===== config.mk =====
export PLATFORM = sky130hd
export DESIGN_NAME = pulse_accel_estimate_average
export DESIGN_NICKNAME = d
export VERILOG_FILES = /design/src/hdl/pae_pkg.sv /design/src/hdl/pulse_accel_estimate_average.sv
export SDC_FILE = /design/constraint.sdc
export NUM_CORES = 1
export LEC_CHECK = 0
export ABC_AREA = 0
export BUFFER_PORTS_ARGS = -buffer_cell sky130_fd_sc_hd__buf_2
export CAP_MARGIN = 30
export CORE_MARGIN = 4
export CORE_UTILIZATION = 45
export DETAILED_ROUTE_END_ITERATION = 7
export PLACE_DENSITY = 0.63
export SYNTH_ARGS = -nofsm -noshare
export SYNTH_HDL_FRONTEND = slang
export SYNTH_SLANG_ARGS = --single-unit
export TNS_END_PERCENT = 10

===== constraint.sdc =====
create_clock -name clk -period 10.2 [get_ports clk]
set_input_delay 1.02 -clock clk [delete_from_list [all_inputs] [get_ports clk]]
set_output_delay 1.02 -clock clk [all_outputs]
set_load 0.05 [all_outputs]

===== src/hdl/pae_pkg.sv =====
package pae_pkg;

    // ring geometry
    localparam int RING_DEPTH = 8;
    localparam int IDX_W      = $clog2(RING_DEPTH);
    localparam int POS_W      = $clog2(RING_DEPTH + 1);
    localparam int MODN_W     = $clog2(RING_DEPTH + 2);
    localparam int SUM_W      = 8 + IDX_W;

    // field widths
    localparam int SPEED_W    = 16;
    localparam int INTERVAL_W = 16;
    localparam int CODE_W     = 8;
    localparam int WINDOW_W   = 8;
    localparam int HOLD_W     = 16;
    localparam int IN_DATA_W  = SPEED_W + INTERVAL_W;
    localparam int OUT_DATA_W = 2 * CODE_W;

    // shared divider
    localparam int NUM_W = 33;
    localparam int DEN_W = 25;
    localparam int CNT_W = $clog2(NUM_W + 1);

    // configuration port
    localparam int CFG_DATA_W = 16;
    localparam int CFG_IDX_W  = 1;
    localparam logic [CFG_IDX_W-1:0] CFG_AVERAGE_WINDOW = 1'd0;
    localparam logic [CFG_IDX_W-1:0] CFG_RELEASE_HOLD   = 1'd1;

    // constants
    localparam logic [CODE_W-1:0]   NEUTRAL_CODE     = 8'd175;
    localparam logic [CODE_W-1:0]   CODE_MAX         = 8'd255;
    localparam logic [CODE_W-1:0]   RISE_LIMIT       = 8'd80;
    localparam logic [SPEED_W-1:0]  SMALL_DIFF_LIMIT = 16'd10995;
    localparam logic [18:0]         SPEED_SCALE      = 19'd390625;
    localparam logic [8:0]          INTERVAL_SCALE   = 9'd288;
    localparam logic [HOLD_W-1:0]   HOLD_MAX         = 16'hFFFF;
    localparam logic [WINDOW_W-1:0] WINDOW_RESET     = 8'd8;

    typedef enum logic [2:0] {
        ST_IDLE,
        ST_PREP,
        ST_QDIV,
        ST_POSMOD,
        ST_UPDATE,
        ST_SUM,
        ST_MDIV,
        ST_DONE
    } state_t;

endpackage


===== src/hdl/pulse_accel_estimate_average.sv =====
// processing of an input word into a result word (ring depth 8): the 33-step
//   shift-subtract divider for the quotient dominates where it runs, then a short
//   modulo pass, one add per filled ring entry and an 11-step mean divide
// flow: one word at a time, input is not ready while a word is in work;
//   a finished result waits in the output register while the next word enters
// reset: asynchronous, active low; ring entries return to 175, counters to zero
module pulse_accel_estimate_average (
    input  logic                              clk,
    input  logic                              rst_n,
    // input stream
    input  logic                              s_axis_tvalid,
    output logic                              s_axis_tready,
    input  logic [pae_pkg::IN_DATA_W-1:0]     s_axis_tdata,  // speed_now, pulse_interval
    input  logic                              s_axis_tuser,  // info_available
    // result stream
    output logic                              m_axis_tvalid,
    input  logic                              m_axis_tready,
    output logic [pae_pkg::OUT_DATA_W-1:0]    m_axis_tdata,  // accel_raw, accel_mean
    output logic                              m_axis_tuser,  // available_debounced
    // configuration writes
    input  logic                              cfg_we,
    input  logic [pae_pkg::CFG_IDX_W-1:0]     cfg_index,
    input  logic [pae_pkg::CFG_DATA_W-1:0]    cfg_data
);
    import pae_pkg::*;

    // control state
    state_t               state_reg, state_next;
    logic [CNT_W-1:0]     cnt_reg, cnt_next;
    logic [POS_W-1:0]     idx_reg, idx_next;

    // configuration
    logic [WINDOW_W-1:0]  window_reg, window_next;
    logic [HOLD_W-1:0]    release_hold_reg, release_hold_next;

    // persistent block state
    logic [SPEED_W-1:0]   prev_speed_reg, prev_speed_next;
    logic [POS_W-1:0]     pos_reg, pos_next;
    logic [POS_W-1:0]     fill_reg, fill_next;
    logic                 deb_reg, deb_next;
    logic [HOLD_W-1:0]    hold_reg, hold_next;
    logic [CODE_W-1:0]    ring_reg [RING_DEPTH];
    logic [CODE_W-1:0]    ring_next [RING_DEPTH];

    // word in work
    logic [SPEED_W-1:0]    speed_reg, speed_next;
    logic [INTERVAL_W-1:0] interval_reg, interval_next;
    logic                  avail_reg, avail_next;
    logic                  falling_reg, falling_next;
    logic [CODE_W-1:0]     raw_reg, raw_next;
    logic [CODE_W-1:0]     mean_reg, mean_next;
    logic [SUM_W-1:0]      sum_reg, sum_next;

    // shared divider: quotient bits shift into num_reg from the bottom
    logic [NUM_W-1:0]     num_reg, num_next;
    logic [DEN_W-1:0]     den_reg, den_next;
    logic [DEN_W-1:0]     rem_reg, rem_next;

    // output register
    logic                 out_valid_reg, out_valid_next;
    logic [CODE_W-1:0]    out_raw_reg, out_raw_next;
    logic [CODE_W-1:0]    out_mean_reg, out_mean_next;
    logic                 out_deb_reg, out_deb_next;

    // datapath helpers
    logic [SPEED_W-1:0]   diff;
    logic                 falling;
    logic [DEN_W-1:0]     scaled_interval;
    logic [NUM_W-1:0]     scaled_diff;
    logic [DEN_W:0]       partial;
    logic [DEN_W:0]       partial_sub;
    logic                 div_ge;
    logic [DEN_W-1:0]     div_rem;
    logic [NUM_W-1:0]     div_num;
    logic [MODN_W-1:0]    pos_inc;
    logic [NUM_W-1:0]     mod_num;
    logic [CODE_W-1:0]    q_code;
    logic [POS_W-1:0]     upd_pos;
    logic [IDX_W-1:0]     upd_wpos;
    logic [WINDOW_W-1:0]  fill_inc;
    logic [WINDOW_W-1:0]  fill_win;
    logic [HOLD_W-1:0]    hold_inc;
    logic [HOLD_W-1:0]    hold_thd;
    logic                 upd_deb;
    logic [HOLD_W-1:0]    upd_hold;
    logic                 out_load;

    assign s_axis_tready = (state_reg == ST_IDLE);
    assign m_axis_tvalid = out_valid_reg;
    assign m_axis_tdata  = {out_mean_reg, out_raw_reg};
    assign m_axis_tuser  = out_deb_reg;

    // speed change and scaled interval
    assign falling         = speed_reg < prev_speed_reg;
    assign diff            = falling ? (prev_speed_reg - speed_reg) : (speed_reg - prev_speed_reg);
    assign scaled_interval = DEN_W'(interval_reg) * DEN_W'(INTERVAL_SCALE);
    assign scaled_diff     = NUM_W'(diff[13:0]) * NUM_W'(SPEED_SCALE);

    // one restoring divide step
    assign partial     = {rem_reg, num_reg[NUM_W-1]};
    assign partial_sub = partial - {1'b0, den_reg};
    assign div_ge      = partial >= {1'b0, den_reg};
    assign div_rem     = div_ge ? partial_sub[DEN_W-1:0] : partial[DEN_W-1:0];
    assign div_num     = {num_reg[NUM_W-2:0], div_ge};

    // next write position is (position + 1) mod window, done on the divider
    assign pos_inc = MODN_W'(pos_reg) + MODN_W'(1);
    assign mod_num = NUM_W'(pos_inc) << (NUM_W - MODN_W);

    // clamp the quotient around the neutral code
    always_comb
    begin
        if (!falling_reg)
        begin
            q_code = (num_reg >= NUM_W'(RISE_LIMIT)) ? CODE_MAX
                                                     : NEUTRAL_CODE + num_reg[CODE_W-1:0];
        end
        else
        begin
            q_code = (num_reg >= NUM_W'(NEUTRAL_CODE)) ? '0
                                                       : NEUTRAL_CODE - num_reg[CODE_W-1:0];
        end
    end

    // ring position, fill count and debounce for the update step
    always_comb
    begin
        if (window_reg == '0 || rem_reg >= DEN_W'(RING_DEPTH))
        begin
            upd_pos = POS_W'(RING_DEPTH);
        end
        else
        begin
            upd_pos = rem_reg[POS_W-1:0];
        end

        if (window_reg == '0 || rem_reg >= DEN_W'(RING_DEPTH - 1))
        begin
            upd_wpos = IDX_W'(RING_DEPTH - 1);
        end
        else
        begin
            upd_wpos = rem_reg[IDX_W-1:0];
        end

        fill_inc = WINDOW_W'(fill_reg) + WINDOW_W'(1);
        fill_win = (fill_inc > window_reg) ? window_reg : fill_inc;
        if (fill_win > WINDOW_W'(RING_DEPTH))
        begin
            fill_win = WINDOW_W'(RING_DEPTH);
        end

        // falling edge of the flag waits for the hold count, rising is immediate
        hold_inc = (hold_reg != HOLD_MAX) ? hold_reg + HOLD_W'(1) : hold_reg;
        hold_thd = avail_reg ? '0 : release_hold_reg;
        upd_deb  = deb_reg;
        upd_hold = '0;
        if (avail_reg != deb_reg)
        begin
            if (hold_inc >= hold_thd)
            begin
                upd_deb  = avail_reg;
                upd_hold = '0;
            end
            else
            begin
                upd_hold = hold_inc;
            end
        end
    end

    assign out_load = !out_valid_reg || m_axis_tready;

    // sequencer
    always_comb
    begin
        state_next        = state_reg;
        cnt_next          = cnt_reg;
        idx_next          = idx_reg;
        window_next       = window_reg;
        release_hold_next = release_hold_reg;
        prev_speed_next   = prev_speed_reg;
        pos_next          = pos_reg;
        fill_next         = fill_reg;
        deb_next          = deb_reg;
        hold_next         = hold_reg;
        ring_next         = ring_reg;
        speed_next        = speed_reg;
        interval_next     = interval_reg;
        avail_next        = avail_reg;
        falling_next      = falling_reg;
        raw_next          = raw_reg;
        mean_next         = mean_reg;
        sum_next          = sum_reg;
        num_next          = num_reg;
        den_next          = den_reg;
        rem_next          = rem_reg;
        out_valid_next    = out_valid_reg;
        out_raw_next      = out_raw_reg;
        out_mean_next     = out_mean_reg;
        out_deb_next      = out_deb_reg;

        if (out_valid_reg && m_axis_tready)
        begin
            out_valid_next = 1'b0;
        end

        if (cfg_we)
        begin
            case (cfg_index)
                CFG_AVERAGE_WINDOW: window_next       = cfg_data[WINDOW_W-1:0];
                CFG_RELEASE_HOLD:   release_hold_next = cfg_data[HOLD_W-1:0];
                default:            window_next       = window_reg;
            endcase
        end

        case (state_reg)
            ST_IDLE:
            begin
                if (s_axis_tvalid)
                begin
                    speed_next    = s_axis_tdata[SPEED_W-1:0];
                    interval_next = s_axis_tdata[IN_DATA_W-1:SPEED_W];
                    avail_next    = s_axis_tuser;
                    state_next    = ST_PREP;
                end
            end

            ST_PREP:
            begin
                falling_next = falling;
                if (diff == '0)
                begin
                    raw_next = NEUTRAL_CODE;
                end
                else
                begin
                    raw_next = falling ? '0 : CODE_MAX;
                end
                // no interval, no change or a large change: code is fixed
                if (interval_reg == '0 || diff == '0 || diff > SMALL_DIFF_LIMIT)
                begin
                    num_next   = mod_num;
                    den_next   = DEN_W'(window_reg);
                    rem_next   = '0;
                    cnt_next   = CNT_W'(MODN_W);
                    state_next = ST_POSMOD;
                end
                else
                begin
                    // rounded quotient: (d * 390625 + t / 2) / t
                    num_next   = scaled_diff + NUM_W'(scaled_interval >> 1);
                    den_next   = scaled_interval;
                    rem_next   = '0;
                    cnt_next   = CNT_W'(NUM_W);
                    state_next = ST_QDIV;
                end
            end

            ST_QDIV:
            begin
                if (cnt_reg != '0)
                begin
                    num_next = div_num;
                    rem_next = div_rem;
                    cnt_next = cnt_reg - CNT_W'(1);
                end
                else
                begin
                    raw_next   = q_code;
                    num_next   = mod_num;
                    den_next   = DEN_W'(window_reg);
                    rem_next   = '0;
                    cnt_next   = CNT_W'(MODN_W);
                    state_next = ST_POSMOD;
                end
            end

            ST_POSMOD:
            begin
                if (cnt_reg != '0)
                begin
                    num_next = div_num;
                    rem_next = div_rem;
                    cnt_next = cnt_reg - CNT_W'(1);
                end
                else
                begin
                    state_next = ST_UPDATE;
                end
            end

            ST_UPDATE:
            begin
                pos_next            = upd_pos;
                fill_next           = fill_win[POS_W-1:0];
                deb_next            = upd_deb;
                hold_next           = upd_hold;
                ring_next[upd_wpos] = upd_deb ? raw_reg : NEUTRAL_CODE;
                prev_speed_next     = speed_reg;
                sum_next            = '0;
                idx_next            = '0;
                state_next          = ST_SUM;
            end

            ST_SUM:
            begin
                if (idx_reg == fill_reg)
                begin
                    if (fill_reg == '0)
                    begin
                        mean_next  = NEUTRAL_CODE;
                        state_next = ST_DONE;
                    end
                    else
                    begin
                        num_next   = NUM_W'(sum_reg) << (NUM_W - SUM_W);
                        den_next   = DEN_W'(fill_reg);
                        rem_next   = '0;
                        cnt_next   = CNT_W'(SUM_W);
                        state_next = ST_MDIV;
                    end
                end
                else
                begin
                    sum_next = sum_reg + SUM_W'(ring_reg[idx_reg[IDX_W-1:0]]);
                    idx_next = idx_reg + POS_W'(1);
                end
            end

            ST_MDIV:
            begin
                if (cnt_reg != '0)
                begin
                    num_next = div_num;
                    rem_next = div_rem;
                    cnt_next = cnt_reg - CNT_W'(1);
                end
                else
                begin
                    mean_next  = num_reg[CODE_W-1:0];
                    state_next = ST_DONE;
                end
            end

            ST_DONE:
            begin
                if (out_load)
                begin
                    out_valid_next = 1'b1;
                    out_raw_next   = raw_reg;
                    out_mean_next  = mean_reg;
                    out_deb_next   = deb_reg;
                    state_next     = ST_IDLE;
                end
            end

            default:
            begin
                state_next = ST_IDLE;
            end
        endcase
    end

    // control and block state
    always_ff @(posedge clk or negedge rst_n)
    begin
        if (!rst_n)
        begin
            state_reg        <= ST_IDLE;
            cnt_reg          <= '0;
            idx_reg          <= '0;
            window_reg       <= WINDOW_RESET;
            release_hold_reg <= '0;
            prev_speed_reg   <= '0;
            pos_reg          <= '0;
            fill_reg         <= '0;
            deb_reg          <= 1'b0;
            hold_reg         <= '0;
            out_valid_reg    <= 1'b0;
            for (int i = 0; i < RING_DEPTH; i++)
            begin
                ring_reg[i] <= NEUTRAL_CODE;
            end
        end
        else
        begin
            state_reg        <= state_next;
            cnt_reg          <= cnt_next;
            idx_reg          <= idx_next;
            window_reg       <= window_next;
            release_hold_reg <= release_hold_next;
            prev_speed_reg   <= prev_speed_next;
            pos_reg          <= pos_next;
            fill_reg         <= fill_next;
            deb_reg          <= deb_next;
            hold_reg         <= hold_next;
            out_valid_reg    <= out_valid_next;
            ring_reg         <= ring_next;
        end
    end

    // working data, no reset needed
    always_ff @(posedge clk)
    begin
        speed_reg    <= speed_next;
        interval_reg <= interval_next;
        avail_reg    <= avail_next;
        falling_reg  <= falling_next;
        raw_reg      <= raw_next;
        mean_reg     <= mean_next;
        sum_reg      <= sum_next;
        num_reg      <= num_next;
        den_reg      <= den_next;
        rem_reg      <= rem_next;
        out_raw_reg  <= out_raw_next;
        out_mean_reg <= out_mean_next;
        out_deb_reg  <= out_deb_next;
    end

endmodule


* Word level (Yosys, flattened, before mapping)
Index checks and enable logic that the tools add are counted.
** Storage, ports and cells
- Bits in registers :: 304
** Operators by class
- Add/sub/neg operators :: 12
- Multipliers :: 2
- $lt $le $gt $ge :: 13
- Eq/ne operators :: 20
- Mux-type cells :: 68
- Bitwise gates (word level) :: 3
- Reductions and logical operators :: 30
** Operators with widths (count)
- $mux 25 :: 9
- $mux 33 :: 5
- $pmux 33 s4 :: 1
- $mux 8 :: 14
- $pmux 25 s4 :: 1
- $mux 16 :: 5
- $pmux 25 s3 :: 1
- $bwmux 64 :: 1
- $add 33x24->33 :: 1
- $ge 33x7->1 const B :: 1
- $ge 33x8->1 const B :: 1
- $mul 14x19->33 const B :: 1
- $logic_not 16->1 :: 2
- $pmux 8 s2 :: 2
- $sub 16x16->16 :: 2
- $mux 6 :: 5
- $ge 26x25->1 :: 1
- $ge 25x3->1 const B :: 1
- $ge 25x4->1 const B :: 1
- $sub 25x25->25 :: 1
- $bmux 8 s3 :: 1
- $demux 8 s3 :: 1
- $pmux 3 s8 :: 1
- $pmux 6 s4 :: 1
- 45 further kinds :: 88

* Depth between registers and ports, before layout
- Word-level depth :: 9
- Gate-level depth with buffers :: 38
- Gate-level depth less buffers :: 37

* Worst setup path after synthesis
No wires, ideal clock.
- Path type :: register to register
- From :: reg speed_reg[0]
- To :: reg num_reg[32], data pin
- Library setup time :: 0.272 ns
- Arrival time :: 8.157 ns
- Data required time :: 9.928 ns
- Slack :: 1.770 ns
- Cell stages (with the launch flop) :: 35
- Buffers on the path :: 0
- Period minus slack after synthesis :: 8.430 ns
- Cell sequence :: edfxtp_1 > inv_1 > ha_1 > inv_1 > fa_1 > a211oi_1 > o21bai_1 > o211ai_1 > nand2_2 > inv_2 > mux2_1 > o21ai_2 > a31oi_1 > xnor2_1 > inv_1 > fa_1 > inv_1 > fa_1 > fa_1 > fa_1 > fa_1 > inv_1 > fa_1 > inv_1 > ha_1 > a21oi_1 > nor2_1 > a211o_1 > a21oi_1 > o31ai_1 > a211oi_1 > o31ai_1 > a21oi_1 > xnor2_1 > o221ai_1
** On the way
- Word-level cells in the longest chain between the ends :: 7
- Elaborated cells on any way between the ends :: 12
- Those cells by class :: add/sub: 3; mul: 1; order compare: 2; mux: 3; reduce/logical: 3
** RTL lines
- start, declared :: line pulse_accel_estimate_average.sv:46 : logic [SPEED_W-1:0] speed_reg, speed_next;
- start signal, assigned :: line pulse_accel_estimate_average.sv:406 : speed_reg <= speed_next;
- $sub 16x16->16 or $lt 16x16->1 (tied branches) :: line pulse_accel_estimate_average.sv:95, pulse_accel_estimate_average.sv:94
- $mux 16 (*) :: line pulse_accel_estimate_average.sv:95 : assign diff = falling ? (prev_speed_reg - speed_reg) : (speed_reg - prev_speed_reg);
- branches (longest 3 deep; another with $mul 14x19->33)
- $mux 33 (*) :: line pulse_accel_estimate_average.sv:241 : if (interval_reg == '0 || diff == '0 || diff > SMALL_DIFF_LIMIT)
- $pmux 33 s4 (*) :: line pulse_accel_estimate_average.sv:217 : case (state_reg)
- named net num_next[32] :: line pulse_accel_estimate_average.sv:55 : logic [NUM_W-1:0] num_reg, num_next;
- end signal, assigned :: line pulse_accel_estimate_average.sv:413 : num_reg <= num_next;
- end, declared :: line pulse_accel_estimate_average.sv:55
Mark *: on every way through the listed nets, which the timed path passes.
A chain may end at the register's enable or synchronous reset.

* Worst setup path in the final report
Ends and elaborated chain as after synthesis.

==> impl_metrics.env <==
export IMPL_core_mm2=0.0502
export IMPL_synth_edf_count=161
export IMPL_synth_cell_area_mm2=0.0229
export IMPL_syn_nets=2634
export IMPL_htreeDepth=2
export IMPL_cts_tree="built"
export IMPL_async_reset_ff_share_pct=47.0
export IMPL_num_rows=82
export IMPL_status="complete, no violations"
export IMPL_critPathLaunchType="flop"
export IMPL_clk_pin_slew_ns=0.06
export IMPL_fillers=4478
export IMPL_cp_max_fo=15
export IMPL_cp_arrival_ns=9.73
export IMPL_drive_gt1_share_pct=13.5
export IMPL_synth_area_leaders="edfxtp_1 (21%), ha_1 (13%), dfrtp_1 (10%), fa_1 (10%), dfstp_2 (5.6%)"
export IMPL_initialDrtViolationCount=1160
export IMPL_slew_headroom_pct=30.5
export IMPL_firstDrtPassIters=6
export IMPL_yosysUniqueCellTypes=81
export IMPL_grt_first_pass_wirelength_um=90800
export IMPL_hold_viol_final=0
export IMPL_gr_total_overflow=0
export IMPL_final_period_utilization_pct=92.7
export IMPL_postRouteAntennaNets=0
export IMPL_cp_end_kind="flop"
export IMPL_viasPerCell=5.51
export IMPL_vias=16499
export IMPL_ys_ff_latch=304
export IMPL_timing_critical_path_mode_cell="fa_1"
export IMPL_setup_viol=0
export IMPL_clock_skew_ns=0.0246
export IMPL_largest_register_ffs=64
export IMPL_clockBufferDepth=3
export IMPL_antenna_cells=0
export IMPL_rr_worst_depth=34
export IMPL_die_h_um=233
export IMPL_fin_tns_setup_ns=0
export IMPL_final_nets=2702
export IMPL_max_freq_ghz=0.106
export IMPL_cap_violations=0
export IMPL_drc_errors=0
export IMPL_rsz0062_at_grt="false"
export IMPL_antenna_found_initial=0
export IMPL_min_path_type="reg2reg"
export IMPL_totalWireLength_um=56000
export IMPL_slew_violations=0
export IMPL_grt_max_degree=79
export IMPL_required_ns=10.47
export IMPL_min_path_cells=0
export IMPL_grt_usage_pct=20.9
export IMPL_synth_warnings=0
export IMPL_worst_skew_pair_late_latency_ns=0.58
export IMPL_ios=74
export IMPL_tightest_slew_ns=1.04
export IMPL_dieArea_mm2=0.0545
export IMPL_gp_congestion=0.930
export IMPL_area_growth_synth_to_final_pct=10.6
export IMPL_synthTopCellsByCount="inv_1 (285), ha_1 (239), nor2_1 (176), edfxtp_1 (161), nand2_1 (126)"
export IMPL_grt_pass1_vias=16527
export IMPL_clockRootBuffer="clkbuf_16"
export IMPL_ys_seq_area_share_pct=37.1
export IMPL_dp_hpwl_um=43200
export IMPL_slowest_delay_ns=0.54
export IMPL_cts_num_sinks=304
export IMPL_synth_top_cell_by_area="edfxtp_1"
export IMPL_fp_dieW_um=233
export IMPL_avgSynthCellArea_um2=10.3
export IMPL_numCtsBuffers=39
export IMPL_post_drt_wl_per_cell_um=18.7
export IMPL_start_util_pct=45.6
export IMPL_io_buffers=73
export IMPL_yosysTopAreaCellShare_pct=21.1
export IMPL_period_minus_slack_ns=9.46
export IMPL_synth_cells=2225
export IMPL_yosysMostFrequentCell="inv_1"
export IMPL_critical_path_slowest_cell="fa_1"
export IMPL_critPathKind="reg2reg"
export IMPL_synth_flop_cell="edfxtp_1"
final timing paths:
path | startpoint | end | slack, ns
worst max-delay path | speed_reg[0]$_DFFE_PP_ | num_reg[32]$_DFFE_PP_ | 0.74
max in group asynchronous | rst_n | prev_speed_reg[0]$_DFFE_PN0P_ | 8.32
min in group asynchronous | rst_n | ring_reg[14]$_DFFE_PN0P_ | 0.50
worst max register to register | speed_reg[0]$_DFFE_PP_ | num_reg[32]$_DFFE_PP_ | 0.74
worst min-delay path | mean_reg[1]$_SDFFCE_PN1P_ | out_mean_reg[1]$_DFFE_PP_ | 0.42
worst min register to register | mean_reg[1]$_SDFFCE_PN1P_ | out_mean_reg[1]$_DFFE_PP_ | 0.42
worst max-delay path: cells and delay by family (launching register included):
kind | cells | cell delay, ns
AND/OR/NAND/NOR | 2 | 0.35
AO/OA/AOI/OAI | 13 | 2.51
adder cells (fa/ha/maj) | 9 | 4.00
buffers and inverters | 7 | 0.96
XOR/XNOR | 2 | 0.53
flip-flops | 1 | 0.41
multiplexers | 1 | 0.38
area by class of cell:
| type | instances | area [um^2] | area share (%) |
|---|---|---|---|
| Clock buffer | 50 | 1040 | 4.10 |
| Clock inverter | 22 | 213 | 0.841 |
| Inverter | 288 | 1080 | 4.28 |
| Multi-Input combinational cell | 1561 | 13000 | 51.5 |
| Sequential cell | 304 | 8470 | 33.5 |
| Tap cell | 672 | 841 | 3.33 |
| Timing Repair Buffer | 99 | 607 | 2.40 |
per-stage QoR:
step,cells,hold slack [ns],worst slack (ns),instance area [um^2],utilization [%]
finish,2996,0.421,0.742,25300,50.4
global route,2996,0.424,0.0167,25300,50.4
CTS,2994,0.420,0.503,25200,50.3
detailed placement,2922,0.406,0.517,24000,47.8
global placement,2918,0.406,0.847,23900,47.7
floorplan,2225,0.400,1.77,22900,-
per-layer routing:
| metal | GRT usage [%] | share of wire [%] | vias up |
|---|---|---|---|
| met5 | 0 | 0 | - |
| met4 | 4.73 | 2.1 | 0 |
| met3 | 2.71 | 4.7 | 66 |
| met2 | 34.2 | 47 | 407 |
| met1 | 29.8 | 46 | 8104 |
| li1 | - | - | 7922 |
layout by cell type (no fill, tap or decap), drive strengths merged, types with 94 or more instances in the layout:
cell type,n
inv,292
ha,239
nor2,176
edfxtp,161
nand2,128
fa,115
o21ai,112
a21oi,105
buf,99
dfrtp,94
logic make-up (layout without fill, tap and decap cells):
group,Yosys count,count (layout),synth area share [%]
mux,74,74,4.30
compound gates,473,473,13.5
xor+xnor,106,106,4.13
simple gates,554,554,11.8
buf+inv,360,459,6.05
fa+ha+maj,354,354,23.2
flops,304,304,37.1
what timing repair did:
item,in CTS,in global routing
endpoints found under the hold margin,0,0
hold buffers,0,0
setup endpoints to repair,0,3
gates resized for setup,0,1
setup buffers,0,0
Power is left out: the tool's default activity adds up to more than one toggle a clock period on the data nets, which glitch-free logic cannot reach.
